--- src/clsup_pkg.sv ---
// Shared types and constants of the control link supervisor.
// Used by the front, queue, back, top level and checker; depends on nothing.
package clsup_pkg;

   localparam int REQ_TDATA_W = 176;
   localparam int RSP_TDATA_W = 176;
   localparam int CSR_ADDR_W  = 3;
   localparam int CSR_DATA_W  = 17;

   localparam int QUEUE_DEPTH = 2;
   localparam int QPTR_W      = 1;
   localparam int LANES       = 3;

   localparam int STICK_LIMIT = 500;
   localparam int US_PER_MS   = 1000;
   localparam int LIMIT_W     = 26;

   // floor(x / 500) == (x * RECIP_500) >> RECIP_SHIFT, exact for x < 2**26
   localparam logic [26:0] RECIP_500   = 27'd68719477;
   localparam int          RECIP_SHIFT = 35;

   localparam logic [1:0] OP_SWARM_CTRL  = 2'd0;
   localparam logic [1:0] OP_LEGACY_CTRL = 2'd1;
   localparam logic [1:0] OP_COMMAND     = 2'd2;
   localparam logic [1:0] OP_POLL        = 2'd3;

   localparam logic [7:0] CMD_STOP   = 8'd1;
   localparam logic [7:0] CMD_DISARM = 8'd2;
   localparam logic [7:0] CMD_ARM    = 8'd3;

   localparam logic [7:0] ARM_CODE_ARM  = 8'd1;
   localparam logic [7:0] ARM_CODE_STOP = 8'd2;

   localparam logic [CSR_ADDR_W-1:0] CSR_NODE_ID   = 3'd0;
   localparam logic [CSR_ADDR_W-1:0] CSR_BCAST_ID  = 3'd1;
   localparam logic [CSR_ADDR_W-1:0] CSR_TIMEOUT   = 3'd2;
   localparam logic [CSR_ADDR_W-1:0] CSR_ANGLE_MAX = 3'd3;
   localparam logic [CSR_ADDR_W-1:0] CSR_YAW_MAX   = 3'd4;

   typedef enum logic [2:0] {
      KIND_CONTROL,
      KIND_STOP,
      KIND_DISARM,
      KIND_ARM,
      KIND_POLL
   } kind_type;

   typedef struct packed {
      kind_type           kind;
      logic [15:0]        throttle;
      logic signed [9:0]  roll;
      logic signed [9:0]  pitch;
      logic signed [9:0]  yaw;
      logic               arm_flag;
      logic               stop_flag;
      logic [7:0]         mode;
      logic [31:0]        seq;
      logic [47:0]        now_us;
   } item_type;

   typedef struct packed {
      logic [LIMIT_W-1:0] limit_us;
      logic [14:0]        angle_max;
      logic [16:0]        yaw_max;
   } cfg_type;

   typedef struct packed {
      logic        connected;
      logic [15:0] throttle_out;
      logic [15:0] roll_cdeg;
      logic [15:0] pitch_cdeg;
      logic [17:0] yaw_rate_cdps;
      logic        armed_out;
      logic        estop_out;
      logic [7:0]  mode_out;
      logic [31:0] sequence_out;
      logic [31:0] rx_count;
      logic [31:0] gap_count;
   } rsp_type;

endpackage

--- src/clsup_front.sv ---
// Front end: configuration registers, target filtering and classification of requests.
// Depends on clsup_pkg; feeds clsup_queue.
module clsup_front (
   input  logic                                   clock,
   input  logic                                   reset,
   input  logic                                   req_tvalid,
   output logic                                   req_tready,
   input  logic [1:0]                             req_tuser,
   input  logic [clsup_pkg::REQ_TDATA_W-1:0]      req_tdata,
   input  logic                                   csr_we,
   input  logic [clsup_pkg::CSR_ADDR_W-1:0]       csr_addr,
   input  logic [clsup_pkg::CSR_DATA_W-1:0]       csr_wdata,
   input  logic                                   push_ready,
   output logic                                   push_valid,
   output clsup_pkg::item_type                    push_item,
   output clsup_pkg::cfg_type                     cfg
);

   logic [7:0]                      node_ff;
   logic [7:0]                      bcast_ff;
   logic [clsup_pkg::LIMIT_W-1:0]   limit_ff;
   logic [14:0]                     angle_ff;
   logic [16:0]                     yaw_max_ff;

   logic [7:0]  target;
   logic [7:0]  arm_code;
   logic [7:0]  cmd;
   logic        addressed;
   logic        keep;

   function automatic logic signed [9:0] clamp_stick(input logic signed [15:0] s);
      logic signed [15:0] lim;
      lim = 16'(clsup_pkg::STICK_LIMIT);
      if (s > lim) begin
         clamp_stick = 10'(lim);
      end else if (s < -lim) begin
         clamp_stick = 10'(-lim);
      end else begin
         clamp_stick = s[9:0];
      end
   endfunction

   always_ff @(posedge clock) begin
      if (reset) begin
         node_ff    <= 8'd1;
         bcast_ff   <= 8'd255;
         limit_ff   <= clsup_pkg::LIMIT_W'(500 * clsup_pkg::US_PER_MS);
         angle_ff   <= 15'd3000;
         yaw_max_ff <= 17'd20000;
      end else if (csr_we) begin
         case (csr_addr)
            clsup_pkg::CSR_NODE_ID:   node_ff    <= csr_wdata[7:0];
            clsup_pkg::CSR_BCAST_ID:  bcast_ff   <= csr_wdata[7:0];
            // keep the watchdog limit in microseconds
            clsup_pkg::CSR_TIMEOUT:   limit_ff   <= clsup_pkg::LIMIT_W'(csr_wdata[15:0]) *
                                                    clsup_pkg::LIMIT_W'(clsup_pkg::US_PER_MS);
            clsup_pkg::CSR_ANGLE_MAX: angle_ff   <= csr_wdata[14:0];
            clsup_pkg::CSR_YAW_MAX:   yaw_max_ff <= csr_wdata[16:0];
            default: ;
         endcase
      end
   end

   assign target   = req_tdata[7:0];
   assign arm_code = req_tdata[79:72];
   assign cmd      = req_tdata[127:120];
   assign addressed = (target == node_ff) || (target == bcast_ff);

   always_comb begin
      keep           = 1'b0;
      push_item.kind = clsup_pkg::KIND_POLL;
      case (req_tuser)
         clsup_pkg::OP_SWARM_CTRL: begin
            keep           = addressed;
            push_item.kind = clsup_pkg::KIND_CONTROL;
         end
         clsup_pkg::OP_LEGACY_CTRL: begin
            keep           = 1'b1;
            push_item.kind = clsup_pkg::KIND_CONTROL;
         end
         clsup_pkg::OP_COMMAND: begin
            case (cmd)
               clsup_pkg::CMD_STOP: begin
                  keep           = addressed;
                  push_item.kind = clsup_pkg::KIND_STOP;
               end
               clsup_pkg::CMD_DISARM: begin
                  keep           = addressed;
                  push_item.kind = clsup_pkg::KIND_DISARM;
               end
               clsup_pkg::CMD_ARM: begin
                  keep           = addressed;
                  push_item.kind = clsup_pkg::KIND_ARM;
               end
               default: keep = 1'b0;
            endcase
         end
         clsup_pkg::OP_POLL: begin
            keep           = 1'b1;
            push_item.kind = clsup_pkg::KIND_POLL;
         end
         default: keep = 1'b0;
      endcase
      push_item.throttle  = req_tdata[23:8];
      push_item.roll      = clamp_stick(req_tdata[39:24]);
      push_item.pitch     = clamp_stick(req_tdata[55:40]);
      push_item.yaw       = clamp_stick(req_tdata[71:56]);
      push_item.arm_flag  = (arm_code == clsup_pkg::ARM_CODE_ARM);
      push_item.stop_flag = (arm_code == clsup_pkg::ARM_CODE_STOP);
      push_item.mode      = req_tdata[87:80];
      push_item.seq       = req_tdata[119:88];
      push_item.now_us    = req_tdata[175:128];
   end

   // drop filtered transactions without touching the queue
   assign req_tready = push_ready;
   assign push_valid = req_tvalid && keep;

   assign cfg.limit_us  = limit_ff;
   assign cfg.angle_max = angle_ff;
   assign cfg.yaw_max   = yaw_max_ff;

endmodule

--- src/clsup_queue.sv ---
// Two-entry queue of classified items between front and back.
// Depends on clsup_pkg.
module clsup_queue (
   input  logic                clock,
   input  logic                reset,
   input  logic                in_valid,
   output logic                in_ready,
   input  clsup_pkg::item_type in_item,
   output logic                out_valid,
   input  logic                out_ready,
   output clsup_pkg::item_type out_item
);

   clsup_pkg::item_type             mem_ff [clsup_pkg::QUEUE_DEPTH];
   logic [clsup_pkg::QPTR_W-1:0]    wr_ff;
   logic [clsup_pkg::QPTR_W-1:0]    rd_ff;
   logic [clsup_pkg::QPTR_W:0]      cnt_ff;
   logic [clsup_pkg::QPTR_W:0]      cnt_in;
   logic                            push;
   logic                            pop;

   assign in_ready  = (cnt_ff != (clsup_pkg::QPTR_W + 1)'(clsup_pkg::QUEUE_DEPTH));
   assign out_valid = (cnt_ff != '0);
   assign push      = in_valid && in_ready;
   assign pop       = out_valid && out_ready;
   assign out_item  = mem_ff[rd_ff];

   always_comb begin
      cnt_in = cnt_ff;
      if (push && !pop) begin
         cnt_in = cnt_ff + 1'b1;
      end else if (pop && !push) begin
         cnt_in = cnt_ff - 1'b1;
      end
   end

   always_ff @(posedge clock) begin
      if (reset) begin
         wr_ff  <= '0;
         rd_ff  <= '0;
         cnt_ff <= '0;
      end else begin
         cnt_ff <= cnt_in;
         if (push) begin
            wr_ff <= wr_ff + 1'b1;
         end
         if (pop) begin
            rd_ff <= rd_ff + 1'b1;
         end
      end
   end

   always_ff @(posedge clock) begin
      if (push) begin
         mem_ff[wr_ff] <= in_item;
      end
   end

endmodule

--- src/clsup_back.sv ---
// Back end: link state, counters, watchdog and the stick scaling pipeline.
// Depends on clsup_pkg; drains clsup_queue and drives the response register.
module clsup_back (
   input  logic                clock,
   input  logic                reset,
   input  clsup_pkg::cfg_type  cfg,
   input  logic                q_valid,
   output logic                q_ready,
   input  clsup_pkg::item_type q_item,
   output logic                rsp_valid,
   input  logic                rsp_ready,
   output clsup_pkg::rsp_type  rsp
);

   typedef struct packed {
      logic                                connected;
      logic [15:0]                         throttle;
      logic [clsup_pkg::LANES-1:0]         neg;
      logic [clsup_pkg::LANES-1:0][8:0]    mag;
      logic                                arm_flag;
      logic                                stop_flag;
      logic [7:0]                          mode;
      logic [31:0]                         seq;
      logic [31:0]                         recv;
      logic [31:0]                         lost;
   } snap_type;

   typedef struct packed {
      logic                                connected;
      logic [15:0]                         throttle;
      logic [clsup_pkg::LANES-1:0]         neg;
      logic [clsup_pkg::LANES-1:0][25:0]   prod;
      logic                                arm_flag;
      logic                                stop_flag;
      logic [7:0]                          mode;
      logic [31:0]                         seq;
      logic [31:0]                         recv;
      logic [31:0]                         lost;
   } prod_type;

   // link state
   logic [47:0]       last_ff,  last_in;
   logic [31:0]       seq_ff,   seq_in;
   logic [31:0]       recv_ff,  recv_in;
   logic [31:0]       lost_ff,  lost_in;
   logic              first_ff, first_in;
   logic [15:0]       thr_ff,   thr_in;
   logic signed [9:0] roll_ff,  roll_in;
   logic signed [9:0] pitch_ff, pitch_in;
   logic signed [9:0] yaw_ff,   yaw_in;
   logic              armf_ff,  armf_in;
   logic              stopf_ff, stopf_in;
   logic [7:0]        mode_ff,  mode_in;

   // pipeline
   logic               s1_v_ff;
   snap_type           s1_ff, s1_in;
   logic               s2_v_ff;
   prod_type           s2_ff, s2_in;
   logic               out_v_ff;
   clsup_pkg::rsp_type out_ff, out_in;

   logic               out_adv;
   logic               s2_adv;
   logic               s1_adv;
   logic               pop;
   logic               is_poll;
   logic [31:0]        expected;
   logic [48:0]        elapsed;
   logic               fail;

   logic signed [9:0]                   stick [clsup_pkg::LANES];
   logic [16:0]                         lane_max [clsup_pkg::LANES];
   logic [52:0]                         full [clsup_pkg::LANES];
   logic [16:0]                         quot [clsup_pkg::LANES];
   logic [clsup_pkg::LANES-1:0][17:0]   sq;

   assign out_adv = !out_v_ff || rsp_ready;
   assign s2_adv  = !s2_v_ff || out_adv;
   assign s1_adv  = !s1_v_ff || s2_adv;

   assign is_poll = (q_item.kind == clsup_pkg::KIND_POLL);
   assign q_ready = !is_poll || s1_adv;
   assign pop     = q_valid && q_ready;

   assign expected = seq_ff + 32'd1;

   always_comb begin
      last_in  = last_ff;
      seq_in   = seq_ff;
      recv_in  = recv_ff;
      lost_in  = lost_ff;
      first_in = first_ff;
      thr_in   = thr_ff;
      roll_in  = roll_ff;
      pitch_in = pitch_ff;
      yaw_in   = yaw_ff;
      armf_in  = armf_ff;
      stopf_in = stopf_ff;
      mode_in  = mode_ff;
      if (pop) begin
         case (q_item.kind)
            clsup_pkg::KIND_CONTROL: begin
               if (!first_ff && (q_item.seq > expected)) begin
                  lost_in = lost_ff + (q_item.seq - expected);
               end
               first_in = 1'b0;
               seq_in   = q_item.seq;
               thr_in   = q_item.throttle;
               roll_in  = q_item.roll;
               pitch_in = q_item.pitch;
               yaw_in   = q_item.yaw;
               armf_in  = q_item.arm_flag;
               stopf_in = q_item.stop_flag;
               mode_in  = q_item.mode;
               last_in  = q_item.now_us;
               recv_in  = recv_ff + 32'd1;
            end
            clsup_pkg::KIND_STOP: begin
               armf_in  = 1'b0;
               stopf_in = 1'b1;
               thr_in   = '0;
               last_in  = q_item.now_us;
            end
            clsup_pkg::KIND_DISARM: begin
               armf_in  = 1'b0;
               stopf_in = 1'b0;
               thr_in   = '0;
               last_in  = q_item.now_us;
            end
            clsup_pkg::KIND_ARM: begin
               armf_in  = 1'b1;
               stopf_in = 1'b0;
               last_in  = q_item.now_us;
            end
            default: ;
         endcase
      end
   end

   always_ff @(posedge clock) begin
      if (reset) begin
         last_ff  <= '0;
         seq_ff   <= '0;
         recv_ff  <= '0;
         lost_ff  <= '0;
         first_ff <= 1'b1;
         thr_ff   <= '0;
         roll_ff  <= '0;
         pitch_ff <= '0;
         yaw_ff   <= '0;
         armf_ff  <= 1'b0;
         stopf_ff <= 1'b0;
         mode_ff  <= '0;
      end else begin
         last_ff  <= last_in;
         seq_ff   <= seq_in;
         recv_ff  <= recv_in;
         lost_ff  <= lost_in;
         first_ff <= first_in;
         thr_ff   <= thr_in;
         roll_ff  <= roll_in;
         pitch_ff <= pitch_in;
         yaw_ff   <= yaw_in;
         armf_ff  <= armf_in;
         stopf_ff <= stopf_in;
         mode_ff  <= mode_in;
      end
   end

   // watchdog: a time stamp of zero reads as never, negative elapsed never trips
   assign elapsed = {1'b0, q_item.now_us} - {1'b0, last_ff};
   assign fail    = (last_ff == '0) ||
                    ($signed(elapsed) > $signed({23'd0, cfg.limit_us}));

   assign stick[0] = roll_ff;
   assign stick[1] = pitch_ff;
   assign stick[2] = yaw_ff;

   always_comb begin
      s1_in.connected = !fail;
      s1_in.throttle  = fail ? '0 : thr_ff;
      s1_in.arm_flag  = !fail && armf_ff;
      s1_in.stop_flag = !fail && stopf_ff;
      s1_in.mode      = fail ? '0 : mode_ff;
      s1_in.seq       = seq_ff;
      s1_in.recv      = recv_ff;
      s1_in.lost      = lost_ff;
      for (int i = 0; i < clsup_pkg::LANES; i++) begin
         s1_in.neg[i] = !fail && stick[i][9];
         if (fail) begin
            s1_in.mag[i] = '0;
         end else if (stick[i][9]) begin
            s1_in.mag[i] = 9'(10'd0 - stick[i]);
         end else begin
            s1_in.mag[i] = stick[i][8:0];
         end
      end
   end

   assign lane_max[0] = {2'b00, cfg.angle_max};
   assign lane_max[1] = {2'b00, cfg.angle_max};
   assign lane_max[2] = cfg.yaw_max;

   always_comb begin
      s2_in.connected = s1_ff.connected;
      s2_in.throttle  = s1_ff.throttle;
      s2_in.neg       = s1_ff.neg;
      s2_in.arm_flag  = s1_ff.arm_flag;
      s2_in.stop_flag = s1_ff.stop_flag;
      s2_in.mode      = s1_ff.mode;
      s2_in.seq       = s1_ff.seq;
      s2_in.recv      = s1_ff.recv;
      s2_in.lost      = s1_ff.lost;
      for (int i = 0; i < clsup_pkg::LANES; i++) begin
         s2_in.prod[i] = 26'(s1_ff.mag[i]) * 26'(lane_max[i]);
      end
   end

   // divide by the stick limit through the reciprocal, then restore the sign
   always_comb begin
      for (int i = 0; i < clsup_pkg::LANES; i++) begin
         full[i] = 53'(s2_ff.prod[i]) * 53'(clsup_pkg::RECIP_500);
         quot[i] = full[i][clsup_pkg::RECIP_SHIFT +: 17];
         sq[i]   = s2_ff.neg[i] ? (18'd0 - {1'b0, quot[i]}) : {1'b0, quot[i]};
      end
      out_in.connected     = s2_ff.connected;
      out_in.throttle_out  = s2_ff.throttle;
      out_in.roll_cdeg     = sq[0][15:0];
      out_in.pitch_cdeg    = sq[1][15:0];
      out_in.yaw_rate_cdps = sq[2];
      out_in.armed_out     = s2_ff.arm_flag;
      out_in.estop_out     = s2_ff.stop_flag;
      out_in.mode_out      = s2_ff.mode;
      out_in.sequence_out  = s2_ff.seq;
      out_in.rx_count      = s2_ff.recv;
      out_in.gap_count     = s2_ff.lost;
   end

   always_ff @(posedge clock) begin
      if (reset) begin
         s1_v_ff  <= 1'b0;
         s2_v_ff  <= 1'b0;
         out_v_ff <= 1'b0;
      end else begin
         if (s1_adv) begin
            s1_v_ff <= pop && is_poll;
         end
         if (s2_adv) begin
            s2_v_ff <= s1_v_ff;
         end
         if (out_adv) begin
            out_v_ff <= s2_v_ff;
         end
      end
   end

   always_ff @(posedge clock) begin
      if (s1_adv) begin
         s1_ff <= s1_in;
      end
      if (s2_adv) begin
         s2_ff <= s2_in;
      end
      if (out_adv) begin
         out_ff <= out_in;
      end
   end

   assign rsp_valid = out_v_ff;
   assign rsp       = out_ff;

endmodule

--- src/control_link_supervisor_core.sv ---
// Top level of the control link supervisor: front, queue and back end.
// Depends on clsup_pkg, clsup_front, clsup_queue and clsup_back.
//
//  channel | direction | handshake           | payload
//  req     | in        | req_tvalid/tready   | tuser: opcode; tdata: target..now_us
//  rsp     | out       | rsp_tvalid/tready   | tuser: connected; tdata: throttle_out..gap_count
//  csr     | in        | csr_we              | csr_addr register index, csr_wdata value
//
// One transaction per cycle on req when rsp is not backed up.
// A poll reaches rsp at the earliest after passing the queue, the watchdog
// snapshot, the product, then the reciprocal-multiply output register.
// Other transactions give no response; those kept by the target filter update state.
// Synchronous active-high reset clears state, the queue and the pipeline.
// A stalled rsp fills the pipeline and then the two-entry queue before req stalls.
module control_link_supervisor_core (
   input  logic                              clock,
   input  logic                              reset,
   input  logic                              req_tvalid,
   output logic                              req_tready,
   // opcode[1:0]
   input  logic [1:0]                        req_tuser,
   // target[7:0], throttle[23:8], roll[39:24], pitch[55:40], yaw[71:56],
   // arm[79:72], mode[87:80], sequence_req[119:88], command_id[127:120],
   // now_us[175:128]
   input  logic [clsup_pkg::REQ_TDATA_W-1:0] req_tdata,
   output logic                              rsp_tvalid,
   input  logic                              rsp_tready,
   // connected
   output logic                              rsp_tuser,
   // throttle_out[15:0], roll_cdeg[31:16], pitch_cdeg[47:32],
   // yaw_rate_cdps[65:48], armed_out[66], estop_out[67], mode_out[75:68],
   // sequence_out[107:76], rx_count[139:108], gap_count[171:140],
   // zero[175:172]
   output logic [clsup_pkg::RSP_TDATA_W-1:0] rsp_tdata,
   input  logic                              csr_we,
   input  logic [clsup_pkg::CSR_ADDR_W-1:0]  csr_addr,
   input  logic [clsup_pkg::CSR_DATA_W-1:0]  csr_wdata
);

   clsup_pkg::cfg_type  cfg;
   logic                push_valid;
   logic                push_ready;
   clsup_pkg::item_type push_item;
   logic                q_valid;
   logic                q_ready;
   clsup_pkg::item_type q_item;
   clsup_pkg::rsp_type  rsp;

   clsup_front u_front (
      .clock      (clock),
      .reset      (reset),
      .req_tvalid (req_tvalid),
      .req_tready (req_tready),
      .req_tuser  (req_tuser),
      .req_tdata  (req_tdata),
      .csr_we     (csr_we),
      .csr_addr   (csr_addr),
      .csr_wdata  (csr_wdata),
      .push_ready (push_ready),
      .push_valid (push_valid),
      .push_item  (push_item),
      .cfg        (cfg)
   );

   clsup_queue u_queue (
      .clock     (clock),
      .reset     (reset),
      .in_valid  (push_valid),
      .in_ready  (push_ready),
      .in_item   (push_item),
      .out_valid (q_valid),
      .out_ready (q_ready),
      .out_item  (q_item)
   );

   clsup_back u_back (
      .clock     (clock),
      .reset     (reset),
      .cfg       (cfg),
      .q_valid   (q_valid),
      .q_ready   (q_ready),
      .q_item    (q_item),
      .rsp_valid (rsp_tvalid),
      .rsp_ready (rsp_tready),
      .rsp       (rsp)
   );

   assign rsp_tuser = rsp.connected;
   assign rsp_tdata = {4'd0,
                       rsp.gap_count,
                       rsp.rx_count,
                       rsp.sequence_out,
                       rsp.mode_out,
                       rsp.estop_out,
                       rsp.armed_out,
                       rsp.yaw_rate_cdps,
                       rsp.pitch_cdeg,
                       rsp.roll_cdeg,
                       rsp.throttle_out};

endmodule

--- config.mk ---
export PLATFORM = sky130hd
export DESIGN_NAME = control_link_supervisor_core
export DESIGN_NICKNAME = d
export VERILOG_FILES = /design/src/clsup_pkg.sv /design/src/clsup_front.sv /design/src/clsup_queue.sv /design/src/clsup_back.sv /design/src/control_link_supervisor_core.sv
export SDC_FILE = /design/constraint.sdc
export NUM_CORES = 2
export LEC_CHECK = 0
export BUFFER_PORTS_ARGS = -buffer_cell sky130_fd_sc_hd__buf_2
export CAP_MARGIN = 25
export CORE_MARGIN = 8
export CORE_UTILIZATION = 60
export DETAILED_ROUTE_END_ITERATION = 6
export MAX_ROUTING_LAYER = met4
export PLACE_DENSITY_LB_ADDON = 0.1
export SLEW_MARGIN = 20
export SYNTH_ARGS = -nofsm -noshare
export SYNTH_HDL_FRONTEND = slang
export SYNTH_HIERARCHICAL = 1
export SYNTH_SLANG_ARGS = --single-unit
--- constraint.sdc ---
create_clock -name clock -period 8.5 [get_ports clock]
set_input_delay 0.85 -clock clock [delete_from_list [all_inputs] [get_ports clock]]
set_output_delay 0.85 -clock clock [all_outputs]
set_load 0.01 [all_outputs]
==> results.cfg <==
[min_path]
hold_path_depth = 1
hold_path.class = input port to flip-flop

[logic_synthesis]
synth_area_leaders = edfxtp_1 (26%), fa_1 (21%), ha_1 (15%)
syn_avg_cell_area_um2 = 10.6
synthDominantCellAreaShare_pct = 26.5
synthArstFlopShare_pct = 0
synth_edf_count = 804
dominantRegCellSynth = edfxtp_1
synth_area_leader_cell = edfxtp_1
ys_ff_latch = 1084
seq_area_frac_synth_pct = 32.6
netlist_area_um2 = 91100
synthDistinctLibCells = 106
synth_cells = 8559
ys_warn_count = 6

[detailed_routing]
drtIter0Drc = 3509
wl_per_cell_um = 19.8
via_per_inst = 5.44
drt_wl_total_um = 217000
first_pass_iters = 5
drc = 0
ant_nets = 0
vias = 59600

[floorplan]
core_area_um2 = 151000
dieArea_um2 = 165000
io_pins = 382
rows = 143
chipWidth_um = 406
initial_utilization_pct = 60.2
die_h_um = 406

[worst_setup_path]
cpLargestDelayFamily = adder cells
worst-path-max-fanout = 8
cp_cell_sequence = fa_1 > fa_1 > fa_1 > fa_1 > fa_1 > fa_1 > inv_1 > fa_1 > inv_1 > ha_1 > nand4_1 > nor4_1 > nand4b_1 > o22ai_2 > nor2_1 > o21ai_0 > xnor2_1 > o221ai_1 > or3_1 > nor4_2 > a31oi_1 > xnor2_1
slowest_delay_ns = 0.62
required_ns = 9.00
cp_slowest_cell = fa_1
critPathBufInv = 2
startpoint_type = flip-flop
critPathKind = flip-flop to flip-flop
critPathArrivalTime_ns = 8.45
cpMostUsedCell = fa_1
path_depth = 22
rr_worst_depth = 22
endpoint_kind = flip-flop

[final_layout]
final_cells = 11000
fin_util_pct = 65.0
final_common_cell = inv_1
nFillCells = 12200
layout-area-overhead-vs-synth_pct = 8.04
layout_common_cells = inv_1 (1673), ha_1 (1101), fa_1 (974)
layout-drive-gt1-share_pct = 9.41
nets = 11100
stdcell_area_um2 = 98500

[sta]
slew_viol_final = 0
max_clock_freq_mhz = 126
worst_slack_ns = 0.543
worst_pin_slew_ns = 1.25
slew_headroom_pct = 16.4
final.setup.tns_ns = 0
period_needed_ns = 7.96
setup_violations = 0
skew_ns = 0.0866
hold_viol_final = 0
finalCritPeriodShare_pct = 93.6
rsz0062_at_grt = no

[power_and_ir_drop]
swShare_pct = 40.9
combPwrFrac_pct = 49.7
pwr-share-clk_pct = 22.0
p_per_area_nw_per_um2 = 233
p_leak_nw = 48.5
p_switching_mw = 9.36
power_frac_seq_pct = 28.3
irDropWorstVdd_v = 0.000250
p_int_mw = 13.5

[clock_network]
cts_setup_buffers = 0
h-tree-depth = 3
cts.path.max_buffers = 3
clock_latency_ns = 0.76
cts_made_buffers = 111
root_buffer = clkbuf_16
clkTransAtPathRegs_ns = 0.07
cts_tree = yes
cts_num_sinks = 1084

[global_routing]
grt_use_total_pct = 27.3
grt_pass1_vias = 63000
overflow = 0
grt_pass1_wl_um = 346000
antenna_found_initial = 26
grt_start_max_net_pins = 140

[placement]
place_inst = 10700
placed_area_um2 = 94500
place_ws_ns = 0.327
gp_congestion = 0.929
portBuffers = 377
place_hpwl_um = 173000

[outcome]
status = finished, final reports clean

[run]
drv_cap = 0
-- metal layers --
metal | vias up | part of all wire [%] | track usage, %
met2 | 1407 | 47 | 43.9
li1 | 28500 | - | -
met1 | 29400 | 46 | 37.0
met5 | - | 0 | -
met4 | 0 | 2.3 | 6.65
met3 | 265 | 5.6 | 4.09
-- worst reg2reg max path, stage by stage (launching register included) --
cell and delay (ns):
edfxtp_1 0.59, fa_1 0.62, fa_1 0.46, fa_1 0.54, fa_1 0.54, fa_1 0.54
fa_1 0.55, inv_1 0.06, fa_1 0.52, inv_1 0.04, ha_1 0.33, nand4_1 0.15
nor4_1 0.39, nand4b_1 0.16, o22ai_2 0.27, nor2_1 0.15, o21ai_0 0.30, xnor2_1 0.19
o221ai_1 0.22, or3_1 0.47, nor4_2 0.33, a31oi_1 0.15, xnor2_1 0.15
-- metrics by stage --
stage          power, mW  hold WS, ns
6_report            22.9        0.264
5_1_grt             24.9        0.233
4_1_cts             23.1        0.197
3_5_place_dp        17.9        0.405
3_3_place_gp        17.8        0.401
2_1_floorplan       14.8        0.400
-- flip-flops by register name (all words and copies together) (netlist names), 10 cells and up, named ones only --
name and count:
u_back/thr_ff 16, u_queue/mem_ff 278, u_back/lost_ff 32, u_back/rsp 173, u_back/last_ff 48, u_front/limit_ff 23
u_back/out_in 123, u_front/angle_ff 15, u_back/pitch_ff 10, u_front/yaw_max_ff 17, u_back/yaw_ff 10, u_back/seq_ff 32
u_back/recv_ff 32, u_back/s2_ff 77, u_back/roll_ff 10, u_back/s1_ff 153
-- cell families (layout without fill, tap and decap cells) --
family,Yosys count,count (layout),synth area share (%)
adders and majority gates,2075,2075,36.5
and+or+nand+nor,1882,1882,9.76
buffers and inverters,1991,2332,8.79
AOI/OAI and AO/OA,1075,1075,7.53
DFF,1084,1084,32.6
other,2,31,0.00824
muxes,165,165,2.01
xor gates and xnor gates,285,285,2.74
-- layout make-up --
| cell class | count | area [um2] | share of cell area [%] |
|---|---|---|---|
| tap | 2030 | 2540 | 2.58 |
| inverter | 1675 | 6300 | 6.40 |
| sequential | 1084 | 29800 | 30.2 |
| clock buffer | 152 | 3140 | 3.19 |
| antenna | 24 | 60.1 | 0.0610 |
| timing repair buffer | 446 | 2480 | 2.52 |
| clock inverter | 59 | 726 | 0.737 |
| multi-input combinational | 5489 | 53500 | 54.3 |
-- final timing paths --
| check | endpoint | start | slack [ns] |
|---|---|---|---|
| min | u_queue/mem_ff[1][50] | req_tdata[90] | 0.26 |
| max reg2reg | u_back/rsp[120] | u_back/s2_ff[179] | 0.54 |
| min reg2reg | u_back/out_in[41] | u_back/s1_ff[41] | 0.39 |
| max | u_back/rsp[120] | u_back/s2_ff[179] | 0.54 |
-- cell usage after synthesis (59+ instances only) --
cell      count
nand2_1     813
nand4_1      61
nor3_1       73
inv_1      1675
o21ai_0     152
xnor2_1     181
a21oi_1     430
and2_1      252
a21o_1      113
clkbuf_1    164
nand3_1      94
and3_1       59
dfxtp_1     280
mux2_2      141
nor2_1      317
xor2_1      104
ha_1       1101
fa_1        974
edfxtp_1    804
buf_4       115
-- power groups by stage --
stage          registers (mW)  logic (mW)  clock network, mW
2_1_floorplan            6.50        8.34                  0
3_3_place_gp             6.57        11.2                  0
3_5_place_dp             6.58        11.4                  0
4_1_cts                  6.48        11.5               5.16
5_1_grt                  6.53        13.0               5.36
6_report                 6.48        11.4               5.05
-- timing repair --
item | CTS | global route
hold buffers | 0 | 0
endpoints found under the hold margin | 0 | 0
gates resized for setup | 0 | 4
endpoints found under the setup margin | 0 | 3
No activity file was read; power rests on OpenSTA's default activity.
